==> config.mk <==
export PLATFORM = sky130hd
export DESIGN_NAME = fsk_byte_symbol_transmitter
export DESIGN_NICKNAME = d
export VERILOG_FILES = /design/src/rtl/core/fbst_pkg.sv /design/src/rtl/core/fsk_byte_symbol_transmitter.sv /design/src/rtl/core/fbst_ram.sv
export VERILOG_INCLUDE_DIRS = /design/src /design/src/rtl/core
export SDC_FILE = /design/constraint.sdc
export NUM_CORES = 1
export LEC_CHECK = 0
export BUFFER_PORTS_ARGS = -buffer_cell sky130_fd_sc_hd__buf_2
export CORE_UTILIZATION = 54
export CTS_BUF_LIST = sky130_fd_sc_hd__clkbuf_8 sky130_fd_sc_hd__clkbuf_16
export CTS_CLUSTER_SIZE = 40
export DETAILED_ROUTE_END_ITERATION = 8
export HOLD_SLACK_MARGIN = 0.02
export PLACE_DENSITY = 0.74
export SLEW_MARGIN = 20
export SYNTH_ARGS = -nofsm -noshare
export SYNTH_HDL_FRONTEND = slang
export SYNTH_SLANG_ARGS = --single-unit
==> constraint.sdc <==
create_clock -name clk -period 2.6 [get_ports clk]
set_input_delay 0.26 -clock clk [delete_from_list [all_inputs] [get_ports clk]]
set_output_delay 0.26 -clock clk [all_outputs]
set_load 0.1 [all_outputs]
==> src/rtl/core/fsk_byte_symbol_transmitter_macros.svh <==
// assertion helpers for the fsk byte transmitter
`ifndef FSK_BYTE_SYMBOL_TRANSMITTER_MACROS_SVH
`define FSK_BYTE_SYMBOL_TRANSMITTER_MACROS_SVH

// same-cycle implication, checked on every rising edge out of reset
`define FBST_ASSERT_NOW(lbl, ante, cons, msg) \
	lbl: assert property (@(posedge clk) disable iff (!arst_n) (ante) |-> (cons)) \
		else $error(msg);

// next-cycle implication
`define FBST_ASSERT_NEXT(lbl, ante, cons, msg) \
	lbl: assert property (@(posedge clk) disable iff (!arst_n) (ante) |=> (cons)) \
		else $error(msg);

`endif

==> src/rtl/core/fbst_pkg.sv <==
package fbst_pkg;

	localparam int FIFO_DEPTH_DEF     = 8;
	localparam int BITS_PER_FRAME_DEF = 8;

	localparam int DIV_W   = 12;
	localparam int BYTE_W  = 8;
	localparam int LEVEL_W = 4;
	localparam int BITCNT_W = 4;
	localparam int CFG_ADDR_W = 2;

	localparam logic [DIV_W-1:0] DIV_RESET = DIV_W'(16);

	localparam logic [1:0] ACT_ENQUEUE = 2'd0;
	localparam logic [1:0] ACT_TICK    = 2'd1;
	localparam logic [1:0] ACT_START   = 2'd2;

	localparam logic [1:0] TONE_NONE = 2'd0;
	localparam logic [1:0] TONE_SYNC = 2'd1;
	localparam logic [1:0] TONE_ZERO = 2'd2;
	localparam logic [1:0] TONE_ONE  = 2'd3;

	localparam logic [CFG_ADDR_W-1:0] REG_LOW_DIV  = 2'd0;
	localparam logic [CFG_ADDR_W-1:0] REG_HIGH_DIV = 2'd1;
	localparam logic [CFG_ADDR_W-1:0] REG_SYNC_DIV = 2'd2;

	typedef struct packed {
		logic [1:0]        action;
		logic [BYTE_W-1:0] data_byte;
		logic              rx_busy;
	} fbst_in_t;

	typedef struct packed {
		logic [1:0]         tone_kind;
		logic [DIV_W-1:0]   tone_divider;
		logic               carrier_on;
		logic               accepted;
		logic               busy_res;
		logic [LEVEL_W-1:0] queue_level;
	} fbst_out_t;

endpackage

==> src/rtl/core/fsk_byte_symbol_transmitter.sv <==
// each result is registered into the output register, or into the skid entry while the output register waits
// throughput: one item per cycle while the skid entry is empty; the fifo ram and the sequencer update in a single pass
// a popped byte arrives from the ram in the cycle after the start, before it is first needed
// a two-entry output buffer (register plus skid) keeps input open while one result waits
// reset (arst_n low, asynchronous): fifo empty, sequencer idle, carrier off, dividers at 16
module fsk_byte_symbol_transmitter
	import fbst_pkg::*;
#(
	parameter int FIFO_DEPTH     = FIFO_DEPTH_DEF,
	parameter int BITS_PER_FRAME = BITS_PER_FRAME_DEF
) (
	input  logic                  clk,
	input  logic                  arst_n,
	input  logic                  cfg_we,
	input  logic [CFG_ADDR_W-1:0] cfg_addr,
	input  logic [DIV_W-1:0]      cfg_wdata,
	input  logic                  in_valid,
	output logic                  in_stall,
	input  fbst_in_t              in_data,
	output logic                  out_valid,
	input  logic                  out_stall,
	output fbst_out_t             out_data
);

`include "fsk_byte_symbol_transmitter_macros.svh"

	localparam int PTR_W = $clog2(FIFO_DEPTH);
	localparam int CNT_W = $clog2(FIFO_DEPTH + 1);
	localparam logic [PTR_W-1:0] PTR_LAST = PTR_W'(FIFO_DEPTH - 1);
	localparam logic [CNT_W-1:0] CNT_FULL = CNT_W'(FIFO_DEPTH);
	localparam logic [BITCNT_W-1:0] BITS_LAST = BITCNT_W'(BITS_PER_FRAME);

	logic [DIV_W-1:0] low_div_q, high_div_q, sync_div_q;

	logic [PTR_W-1:0]    rd_ptr_q, wr_ptr_q;
	logic [CNT_W-1:0]    count_q;
	logic [BYTE_W-1:0]   shift_q;
	logic [BITCNT_W-1:0] bit_cnt_q;
	logic                sync_sent_q, final_due_q, frame_done_q, sending_q;
	logic                load_pending_q;

	logic [BYTE_W-1:0] ram_rdata;
	logic [BYTE_W-1:0] shift_cur;

	logic in_xfer;
	logic do_enq, do_start, do_tick;

	logic [PTR_W-1:0]    rd_ptr_d, wr_ptr_d;
	logic [CNT_W-1:0]    count_d;
	logic [BYTE_W-1:0]   shift_d;
	logic [BITCNT_W-1:0] bit_cnt_d, bit_cnt_inc;
	logic                sync_sent_d, final_due_d, frame_done_d, sending_d;
	fbst_out_t           res;

	fbst_out_t out_q, skid_q;
	logic      out_valid_q, skid_valid_q;
	logic      out_take;

	// config registers
	always_ff @(posedge clk or negedge arst_n) begin
		if (!arst_n) begin
			low_div_q  <= DIV_RESET;
			high_div_q <= DIV_RESET;
			sync_div_q <= DIV_RESET;
		end else if (cfg_we) begin
			unique case (cfg_addr)
				REG_LOW_DIV:  low_div_q  <= cfg_wdata;
				REG_HIGH_DIV: high_div_q <= cfg_wdata;
				REG_SYNC_DIV: sync_div_q <= cfg_wdata;
				default: ;
			endcase
		end
	end

	assign in_stall = skid_valid_q;
	assign in_xfer  = in_valid && !in_stall;

	assign do_enq   = in_xfer && (in_data.action == ACT_ENQUEUE) && (count_q < CNT_FULL);
	assign do_start = in_xfer && (in_data.action == ACT_START) && !sending_q
		&& !in_data.rx_busy && (count_q != '0);
	assign do_tick  = in_xfer && (in_data.action == ACT_TICK) && sending_q;

	fbst_ram #(
		.WIDTH (BYTE_W),
		.DEPTH (FIFO_DEPTH)
	) u_fifo_ram (
		.clk   (clk),
		.we    (do_enq),
		.waddr (wr_ptr_q),
		.wdata (in_data.data_byte),
		.re    (do_start),
		.raddr (rd_ptr_q),
		.rdata (ram_rdata)
	);

	// popped byte lands in the cycle after the start transfer
	assign shift_cur   = load_pending_q ? ram_rdata : shift_q;
	assign bit_cnt_inc = bit_cnt_q + BITCNT_W'(1);

	always_comb begin
		rd_ptr_d     = rd_ptr_q;
		wr_ptr_d     = wr_ptr_q;
		count_d      = count_q;
		shift_d      = shift_cur;
		bit_cnt_d    = bit_cnt_q;
		sync_sent_d  = sync_sent_q;
		final_due_d  = final_due_q;
		frame_done_d = frame_done_q;
		sending_d    = sending_q;
		res          = '0;

		if (do_enq) begin
			wr_ptr_d     = (wr_ptr_q == PTR_LAST) ? '0 : wr_ptr_q + PTR_W'(1);
			count_d      = count_q + CNT_W'(1);
			res.accepted = 1'b1;
		end

		if (do_start) begin
			rd_ptr_d     = (rd_ptr_q == PTR_LAST) ? '0 : rd_ptr_q + PTR_W'(1);
			count_d      = count_q - CNT_W'(1);
			shift_d      = '0;
			bit_cnt_d    = '0;
			sync_sent_d  = 1'b0;
			final_due_d  = 1'b0;
			frame_done_d = 1'b0;
			sending_d    = 1'b1;
		end

		if (do_tick) begin
			priority if (frame_done_q && !final_due_q) begin
				shift_d      = '0;
				bit_cnt_d    = '0;
				sync_sent_d  = 1'b0;
				final_due_d  = 1'b0;
				frame_done_d = 1'b0;
				sending_d    = 1'b0;
			end else if (!sync_sent_q) begin
				res.tone_kind    = TONE_SYNC;
				res.tone_divider = sync_div_q;
				sync_sent_d      = 1'b1;
				if (final_due_q) begin
					frame_done_d = 1'b1;
					final_due_d  = 1'b0;
					sync_sent_d  = 1'b0;
				end
			end else begin
				// lsb first
				if (shift_cur[0]) begin
					res.tone_kind    = TONE_ONE;
					res.tone_divider = high_div_q;
				end else begin
					res.tone_kind    = TONE_ZERO;
					res.tone_divider = low_div_q;
				end
				sync_sent_d = 1'b0;
				shift_d     = {1'b0, shift_cur[BYTE_W-1:1]};
				bit_cnt_d   = bit_cnt_inc;
				if (bit_cnt_inc == BITS_LAST) begin
					final_due_d = 1'b1;
				end
			end
		end

		res.carrier_on  = sending_d;
		res.busy_res    = sending_d;
		res.queue_level = LEVEL_W'(count_d);
	end

	always_ff @(posedge clk or negedge arst_n) begin
		if (!arst_n) begin
			rd_ptr_q       <= '0;
			wr_ptr_q       <= '0;
			count_q        <= '0;
			shift_q        <= '0;
			bit_cnt_q      <= '0;
			sync_sent_q    <= 1'b0;
			final_due_q    <= 1'b0;
			frame_done_q   <= 1'b0;
			sending_q      <= 1'b0;
			load_pending_q <= 1'b0;
		end else begin
			rd_ptr_q       <= rd_ptr_d;
			wr_ptr_q       <= wr_ptr_d;
			count_q        <= count_d;
			shift_q        <= shift_d;
			bit_cnt_q      <= bit_cnt_d;
			sync_sent_q    <= sync_sent_d;
			final_due_q    <= final_due_d;
			frame_done_q   <= frame_done_d;
			sending_q      <= sending_d;
			load_pending_q <= do_start;
		end
	end

	// output register with skid entry
	assign out_take = out_valid_q && !out_stall;

	always_ff @(posedge clk or negedge arst_n) begin
		if (!arst_n) begin
			out_valid_q  <= 1'b0;
			skid_valid_q <= 1'b0;
		end else begin
			if (skid_valid_q) begin
				if (out_take) begin
					skid_valid_q <= 1'b0;
				end
			end else if (in_xfer && out_valid_q && !out_take) begin
				skid_valid_q <= 1'b1;
			end
			out_valid_q <= skid_valid_q || in_xfer || (out_valid_q && !out_take);
		end
	end

	always_ff @(posedge clk) begin
		if (skid_valid_q) begin
			if (out_take) begin
				out_q <= skid_q;
			end
		end else if (in_xfer) begin
			if (!out_valid_q || out_take) begin
				out_q <= res;
			end else begin
				skid_q <= res;
			end
		end
	end

	assign out_valid = out_valid_q;
	assign out_data  = out_q;

	`FBST_ASSERT_NOW(a_count_bound, 1'b1, count_q <= CNT_FULL, "fifo count beyond depth")
	`FBST_ASSERT_NOW(a_load_while_sending, load_pending_q, sending_q && !sync_sent_q,
		"byte load outside a fresh frame")
	`FBST_ASSERT_NOW(a_skid_order, skid_valid_q, out_valid_q, "skid entry without output entry")
	`FBST_ASSERT_NOW(a_final_due, final_due_q, sending_q && (bit_cnt_q == BITS_LAST),
		"final sync pending at wrong bit count")
	`FBST_ASSERT_NEXT(a_enq_count, do_enq && !do_start, count_q == $past(count_q) + CNT_W'(1),
		"enqueue did not raise fifo level")

endmodule

==> src/rtl/core/fbst_ram.sv <==
module fbst_ram #(
	parameter int WIDTH = 8,
	parameter int DEPTH = 8
) (
	input  logic                     clk,
	input  logic                     we,
	input  logic [$clog2(DEPTH)-1:0] waddr,
	input  logic [WIDTH-1:0]         wdata,
	input  logic                     re,
	input  logic [$clog2(DEPTH)-1:0] raddr,
	output logic [WIDTH-1:0]         rdata
);

	logic [WIDTH-1:0] mem [DEPTH];

	always_ff @(posedge clk) begin
		if (we) begin
			mem[waddr] <= wdata;
		end
		if (re) begin
			rdata <= mem[raddr];
		end
	end

endmodule

Word level (Yosys, flattened, before mapping)

Memory sizes are Yosys's and may differ from the RTL's. A register that Yosys moved wholly into a read port is not among the register bits.
Index checks and enable logic that the tools add are counted.

Equality and inequality tests: 8
Bitwise operators: 2
Muxes and demuxes: 45
Order comparisons: 1
Add/subtract/negate cells: 5
Reductions and logical operators: 35

Operators with widths:

| kind                                                                    | count |
|---|---|
| 21-bit two-way mux                                                      | 4 |
| 14-bit two-way mux                                                      | 3 |
| 8-bit two-way mux                                                       | 5 |
| 1-bit two-way mux                                                       | 24 |
| 4-bit two-way mux                                                       | 6 |
| 1-bit logical AND                                                       | 14 |
| 13-bit two-way mux                                                      | 1 |
| 4-bit by 1-bit adder with 4-bit output, second input constant           | 2 |
| 1-bit logical NOT                                                       | 7 |
| 3-bit by 1-bit adder with 3-bit output, second input constant           | 2 |
| 3-bit equality test, second input constant                              | 2 |
| 3-bit two-way mux                                                       | 2 |
| 2-bit AND reduction                                                     | 3 |
| 3-bit AND reduction                                                     | 2 |
| 2-bit nonzero test                                                      | 3 |
| 2-bit by 1-bit equality test with 1-bit output, second input constant   | 2 |
| 2-bit equality test, second input constant                              | 2 |
| 4-bit equality test, second input constant                              | 1 |
| 2-bit logical NOT                                                       | 2 |
| 4-bit less-than comparator, second input constant                       | 1 |
| 4-bit nonzero test                                                      | 1 |
| 4-bit by 1-bit subtractor with 4-bit output, second input constant      | 1 |
| 1-bit logical OR                                                        | 3 |
| 2-bit by 1-bit inequality test with 1-bit output, second input constant | 1 |
| 1-bit inverter                                                          | 2 |

Logic and storage cells: 123
Bits in writable memories: 64
Memories: 1
Bits in registers: 106
Input port bits: 30

Memories:

| memory         | depth | width | rd ports | clocked after memory_dff | write ports | line           | source |
|---|---|---|---|---|---|---|---|
| u_fifo_ram.mem | 8     | 8     | 1        | 1                        | 1           | fbst_ram.sv:14 | `logic [WIDTH-1:0] mem [DEPTH];` |

Longest topological paths before layout

Depth after elaboration: 12
Mapped depth: 7
Mapped depth without buffers: 7

Cells and area by module

Synthesis repeated with hierarchy kept, for this count alone.

Cells, all modules: 461
Area total of the unflattened synthesis: 7418.4 µm²

By module, submodules not included:

| module                      | times used | area each (µm²) | cells an instance |
|---|---|---|---|
| fsk_byte_symbol_transmitter | 1          | 4647.0          | 347 |
| fbst_ram                    | 1          | 2771.4          | 114 |

Worst setup path before layout

Ideal clock, no wire load.

Path type: register to register
From: register skid_valid_q (netlist: in_stall)
To: register out_q (netlist bit out_data[0]), enable pin
Path slack: -719 ps
Arrival time: 2891 ps
Path buffers: 1
Cell stages (with the launch flop): 4
Path through: dfrtp_1 buf_2 nor2_1 a211oi_1

Longest elaborated chain between the ends: 4
Elaborated cells between the ends (all ways): 6
Those cells by class: eq/ne (1); reduce/logical (5)

Ends and longest elaborated chain:

| element                                | line                               | source |
|---|---|---|
| from (decl)                            | fsk_byte_symbol_transmitter.sv:56  | `logic out_valid_q, skid_valid_q;` |
| from (signal assigned)                 | fsk_byte_symbol_transmitter.sv:201 | `skid_valid_q <= 1'b0;` |
| from (signal assigned)                 | fsk_byte_symbol_transmitter.sv:205 | `skid_valid_q <= 1'b0;` |
| from (signal assigned)                 | fsk_byte_symbol_transmitter.sv:208 | `skid_valid_q <= 1'b1;` |
| 1-bit logical NOT                      | fsk_byte_symbol_transmitter.sv:76  | `assign in_xfer = in_valid && !in_stall;` |
| 1-bit logical AND                      | fsk_byte_symbol_transmitter.sv:76  |  |
| 2-bit nonzero test (no source line)    | --                                 |  |
| 3-bit AND reduction (no source line) * | --                                 |  |
| to (signal assigned)                   | fsk_byte_symbol_transmitter.sv:217 | `out_q <= skid_q;` |
| to (signal assigned)                   | fsk_byte_symbol_transmitter.sv:221 | `out_q <= res;` |
| to (decl)                              | fsk_byte_symbol_transmitter.sv:55  | `fbst_out_t out_q, skid_q;` |

Mark *: on every way between the ends. The rest lies on a longest branch, timed or not.
A chain may end at the register's enable or synchronous reset.

Final worst setup path

From: register skid_valid_q (netlist: in_stall)
To: register shift_q[5]

Longest elaborated chain between the ends: 10
Elaborated cells between the ends (all ways): 12
Those cells by class: mux (4); reduce/logical (8)

Ends and longest elaborated chain:

| element                        | line                               | source |
|---|---|---|
| 1-bit logical NOT *            | fsk_byte_symbol_transmitter.sv:76  |  |
| 1-bit logical AND *            | fsk_byte_symbol_transmitter.sv:76  |  |
| 1-bit logical AND (2 in a row) | fsk_byte_symbol_transmitter.sv:79  | `assign do_start = in_xfer && (in_data.action == ACT_START) && !sending_q` |
| 1-bit logical AND (2 in a row) | fsk_byte_symbol_transmitter.sv:80  | `&& !in_data.rx_busy && (count_q != '0);` |
| 8-bit two-way mux              | fsk_byte_symbol_transmitter.sv:118 | `if (do_start) begin` |
| 8-bit two-way mux              | fsk_byte_symbol_transmitter.sv:137 | `end else if (!sync_sent_q) begin` |
| 8-bit two-way mux              | fsk_byte_symbol_transmitter.sv:130 | `priority if (frame_done_q && !final_due_q) begin` |
| 8-bit two-way mux *            | fsk_byte_symbol_transmitter.sv:129 | `if (do_tick) begin` |
| net shift_d[5]                 | fsk_byte_symbol_transmitter.sv:50  | `logic [BYTE_W-1:0] shift_d;` |
| to (signal assigned)           | fsk_byte_symbol_transmitter.sv:185 | `shift_q <= shift_d;` |
| to (decl)                      | fsk_byte_symbol_transmitter.sv:37  | `logic [BYTE_W-1:0] shift_q;` |

The timed path passes the listed nets; every way through them passes the cells marked *.

==> impl_table.tex <==
\begin{tabular}{lr}
\hline
Metric & Value \\
\hline
\multicolumn{2}{l}{\textbf{Run status}} \\
\quad Outcome & completed \\
\multicolumn{2}{l}{\textbf{Global routing}} \\
\quad Antenna violations before repair & 0 \\
\quad Gr usage total & 0.2115 \\
\quad Gr busiest metal & met2 \\
\quad Via count of the first global-routing pass & 4302 \\
\quad Met3 usage in global routing & 0.05502 \\
\quad Global-route wire length before repair & 21950 um \\
\quad Remaining global-route overflow & 0 \\
\quad Met1 usage in global routing & 0.2587 \\
\quad Met2 layer usage reported by global route & 0.3529 \\
\quad Largest net degree at the start of global routing & 28 \\
\multicolumn{2}{l}{\textbf{Timing}} \\
\quad Worst setup skew after layout & 6.695 ps \\
\quad Rel. slew slack & 0.4024 \\
\quad Maximum clock rate & 457.0 MHz \\
\quad Final period util & 0.8416 \\
\quad Slew of the pin with the lowest slew margin & 890.4 ps \\
\quad Slew Viols, Final & 0 \\
\quad Setup repair after global routing missed its margin & false \\
\quad Final period demand of the worst path & 2188 ps \\
\quad Final Setup Violations & 0 \\
\quad Hold Fails Final Rpt & 0 \\
\quad Worst-case hold slack & 98.27 ps \\
\multicolumn{2}{l}{\textbf{Cells and area}} \\
\quad Area growth from synthesis to final layout & 15.89\% \\
\quad Fraction of layout cells with a size suffix above 1 & 0.3394 \\
\quad Antenna cells & 0 \\
\quad Area taken by multi-input logic gates & 0.002178 mm2 \\
\quad Storage cell area & 0.004994 mm2 \\
\quad Total number of nets in the final design & 569 \\
\quad Number of cells in the finished layout apart from fillers & 721 \\
\quad Total of fill cells in the finished design & 939 \\
\multicolumn{2}{l}{\textbf{Logic synthesis}} \\
\quad Sequential area share after synthesis & 0.6847 \\
\quad Warnings, synthesis & 0 \\
\quad Number of standard cells after synthesis & 459 \\
\quad Synth Flop Type & edfxtp\_1 \\
\quad Count of unique library cells instantiated by Yosys & 50 \\
\quad Synth Cell Area & 0.007293 mm2 \\
\quad Post-Synthesis Mean Instance Area & 15.89 um2 \\
\quad Share of async-settable or async-resettable flops after synthesis & 0.3672 \\
\quad FF+latch count, synth & 177 \\
\quad Mapped Nets & 496 \\
\quad EDFF count, synth & 112 \\
\multicolumn{2}{l}{\textbf{Placement}} \\
\quad Detailed-placement wirelength estimate & 8539 um \\
\quad Cells after DPL & 688 \\
\quad Total of buffers placed on input and output ports & 52 \\
\quad RD Place Congestion & 0.7720 \\
\multicolumn{2}{l}{\textbf{Worst setup path}} \\
\quad Top fanout value on the critical path & 27 \\
\quad CP max-delay cell & o21ai\_1 \\
\quad Cell class contributing the biggest share of worst-path delay & compound AO/OA/AOI/OAI gates \\
\quad Endpoint arrival time on the critical path & 2440 ps \\
\quad Req. time, crit path & 2850 ps \\
\quad Cell-by-cell trace of the critical path & buf\_4 -> nor2b\_1 -> o311ai\_4 -> o21ai\_1 -> o22ai\_1 \\
\quad Maximum cell stage delay along the critical path & 550 ps \\
\quad Number of buffer and inverter stages on the critical path & 1 \\
\quad Setup crit end kind & flip-flop \\
\quad Startpoint class of the critical path & flip-flop \\
\quad Critical path class & flip-flop to flip-flop \\
\multicolumn{2}{l}{\textbf{Detailed routing}} \\
\quad Final ANT Viol Nets & 0 \\
\quad Number of DRC markers after the initial detailed-route iteration & 278 \\
\quad Final routed DRC violation total & 0 \\
\quad DR pass1 iterations & 4 \\
\quad Detailed-route wire length per cell & 18.72 um \\
\quad Post-detailed-routing wire length & 13500 um \\
\quad Mean number of vias per cell & 5.718 \\
\quad Vias after detailed routing & 4123 \\
\multicolumn{2}{l}{\textbf{Clock network}} \\
\quad PostCTS Resize Cnt & 0 \\
\quad TritonCTS Sinks & 177 \\
\quad Clock Path Buffers & 2 \\
\quad Post-CTS Hold Fix Bufs & 1 \\
\quad Setup fix buffers added after clock tree synthesis & 0 \\
\quad Level count of the clock H-tree & 4 \\
\quad TritonCTS buffer count & 17 \\
\quad Clock latency at the later pin of the worst-skew pair & 430 ps \\
\quad TritonCTS clock tree & built \\
\quad Clock-pin slew on the worst setup and hold paths & 60 ps \\
\quad Clock tree root driver cell & clkbuf\_16 \\
\multicolumn{2}{l}{\textbf{Die}} \\
\quad Number of rows in the core area & 42 \\
\quad Total die area & 0.01397 mm2 \\
\quad DIE HEIGHT & 118.2 um \\
\quad Number of primary I/O pins & 53 \\
\quad Starting density of the core & 0.5529 \\
\quad Area of the core & 0.01319 mm2 \\
\quad Die width & 118.2 um \\
\multicolumn{2}{l}{\textbf{Pwr}} \\
\quad Share of total power in sequential cells & 0.459 \\
\quad Internal power & 5.774 mW \\
\quad Leak pwr & 3.383 nW \\
\quad VDD IR max & 0.5246 mV \\
\quad Net switching power of the design & 2.461 mW \\
\quad Switching power share of the total & 0.2989 \\
\quad Power per cell area & 974.3 mW/mm2 \\
\quad Share of total power in the clock network & 0.300 \\
\quad Part of the power in combinational logic & 0.241 \\
\multicolumn{2}{l}{\textbf{Min path}} \\
\quad Worst min path class & input port to flip-flop \\
\multicolumn{2}{l}{\textbf{Flow run}} \\
\quad Max-cap violations & 0 \\
\hline
\end{tabular}
==> Yosys cell counts, types with 2 or more instances <==
cell type	number	area share
dfstp_2	3	0.011
a21o_1	6	0.0062
a2bb2oi_1	2	0.0024
mux2_2	46	0.071
nand3_1	5	0.0034
o21ai_0	3	0.0021
nor3_1	9	0.0062
edfxtp_1	112	0.46
a21oi_1	6	0.0041
and3_1	12	0.010
o22a_1	2	0.0024
clkbuf_1	8	0.0041
a211oi_1	4	0.0041
nor2b_1	2	0.0017
inv_1	12	0.0062
nand2_1	35	0.018
o31ai_1	3	0.0031
o22ai_1	8	0.0069
xnor2_1	2	0.0024
or2_2	9	0.0077
mux4_2	16	0.049
dfrtp_1	62	0.21
a32o_1	9	0.012
mux2i_1	20	0.027
ha_1	7	0.012
buf_1	3	0.0015
buf_2	6	0.0041
nor2_1	16	0.0082
buf_4	4	0.0041
nand3b_1	3	0.0031
nand2b_1	4	0.0034
o211ai_1	2	0.0021
==> through the flow <==
stage                       util  setup WS, ps  cell area [um2]  total power [mW]  setup TNS [ps]
after CTS                 0.6408         411.3             8452             8.300               0
final                     0.6408         412.0             8452             8.235               0
after detailed placement  0.5964         470.6             7866             5.818               0
after floorplan                -        -126.7             7317             5.344           -3040
after global placement    0.5964         550.6             7866             5.726               0
after global routing      0.6408         243.2             8452             8.607               0
==> power by group through the flow <==
stage	clock network [mW]	logic [mW]	registers (mW)
after floorplan	0	1.31	4.04
after global placement	0	1.92	3.81
after detailed placement	0	1.99	3.83
after CTS	2.51	2.01	3.78
after global routing	2.61	2.17	3.83
final	2.47	1.99	3.78
==> cell families after synthesis <==
logic type                 Yosys count  synth area share
muxes                               83            0.1510
xor gates and xnor gates             2          0.002402
adders and majority gates            7           0.01201
AOI/OAI and AO/OA                   53           0.05662
DFF                                177            0.6847
buffers and inverters               34           0.02059
and+or+nand+nor                    103           0.07274
==> state kept, by name, summed over array words and instances, names as in the netlist, 3 cells and up <==
name	count
u_fifo_ram.rdata	8
rd_ptr_q	3
sync_div_q	12
wr_ptr_q	3
count_q	4
skid_q	20
high_div_q	12
shift_q	8
u_fifo_ram.mem	64
low_div_q	12
out_data	20
bit_cnt_q	4
==> layout by cell type (no fill, tap or decap), types with 4 or more instances in the layout <==
cell type,count
nand2_1,35
nand2b_1,4
dfrtp_1,62
mux2_2,46
mux2i_1,20
edfxtp_1,112
buf_4,22
clkbuf_16,17
a21o_1,6
clkinv_2,4
buf_2,52
or2_2,9
mux4_2,16
ha_1,7
nand3_1,5
o22ai_1,8
nor3_1,8
a21oi_1,6
nor2_1,16
a32o_1,9
inv_1,19
and3_1,12
==> path summary, 6_finish.rpt <==
| check | from | endpoint | slack (ps) | cells past startpoint |
|---|---|---|---|---|
| worst max-delay path | in_stall | shift_q[5] | 410 | 5 |
| max in group asynchronous | arst_n | sync_sent_q | 1490 | 3 |
| worst max register to register | in_stall | shift_q[5] | 410 | 5 |
| worst min-delay path | in_data[7] | u_fifo_ram.mem[2][6] | 100 | 1 |
| min in group asynchronous | arst_n | out_valid | 370 | 2 |
| worst min register to register | sync_div_q[7] | sync_div_q[7] | 500 | 1 |
==> metal layers <==
layer	up-vias	wire [um]
met2	113	6818
met5	-	0
met1	2093	5765
met3	27	579
li1	1890	-
met4	0	331
==> area by class of cell <==
cell class                      instances  share of cell area
Clock buffer                           18             0.05196
Clock inverter                         14             0.01614
Inverter                               13            0.005773
Multi-Input combinational cell        248              0.2577
Sequential cell                       177              0.5908
Tap cell                              176             0.02605
Timing Repair Buffer                   75             0.05152
(Power assumes the default switching activity.)
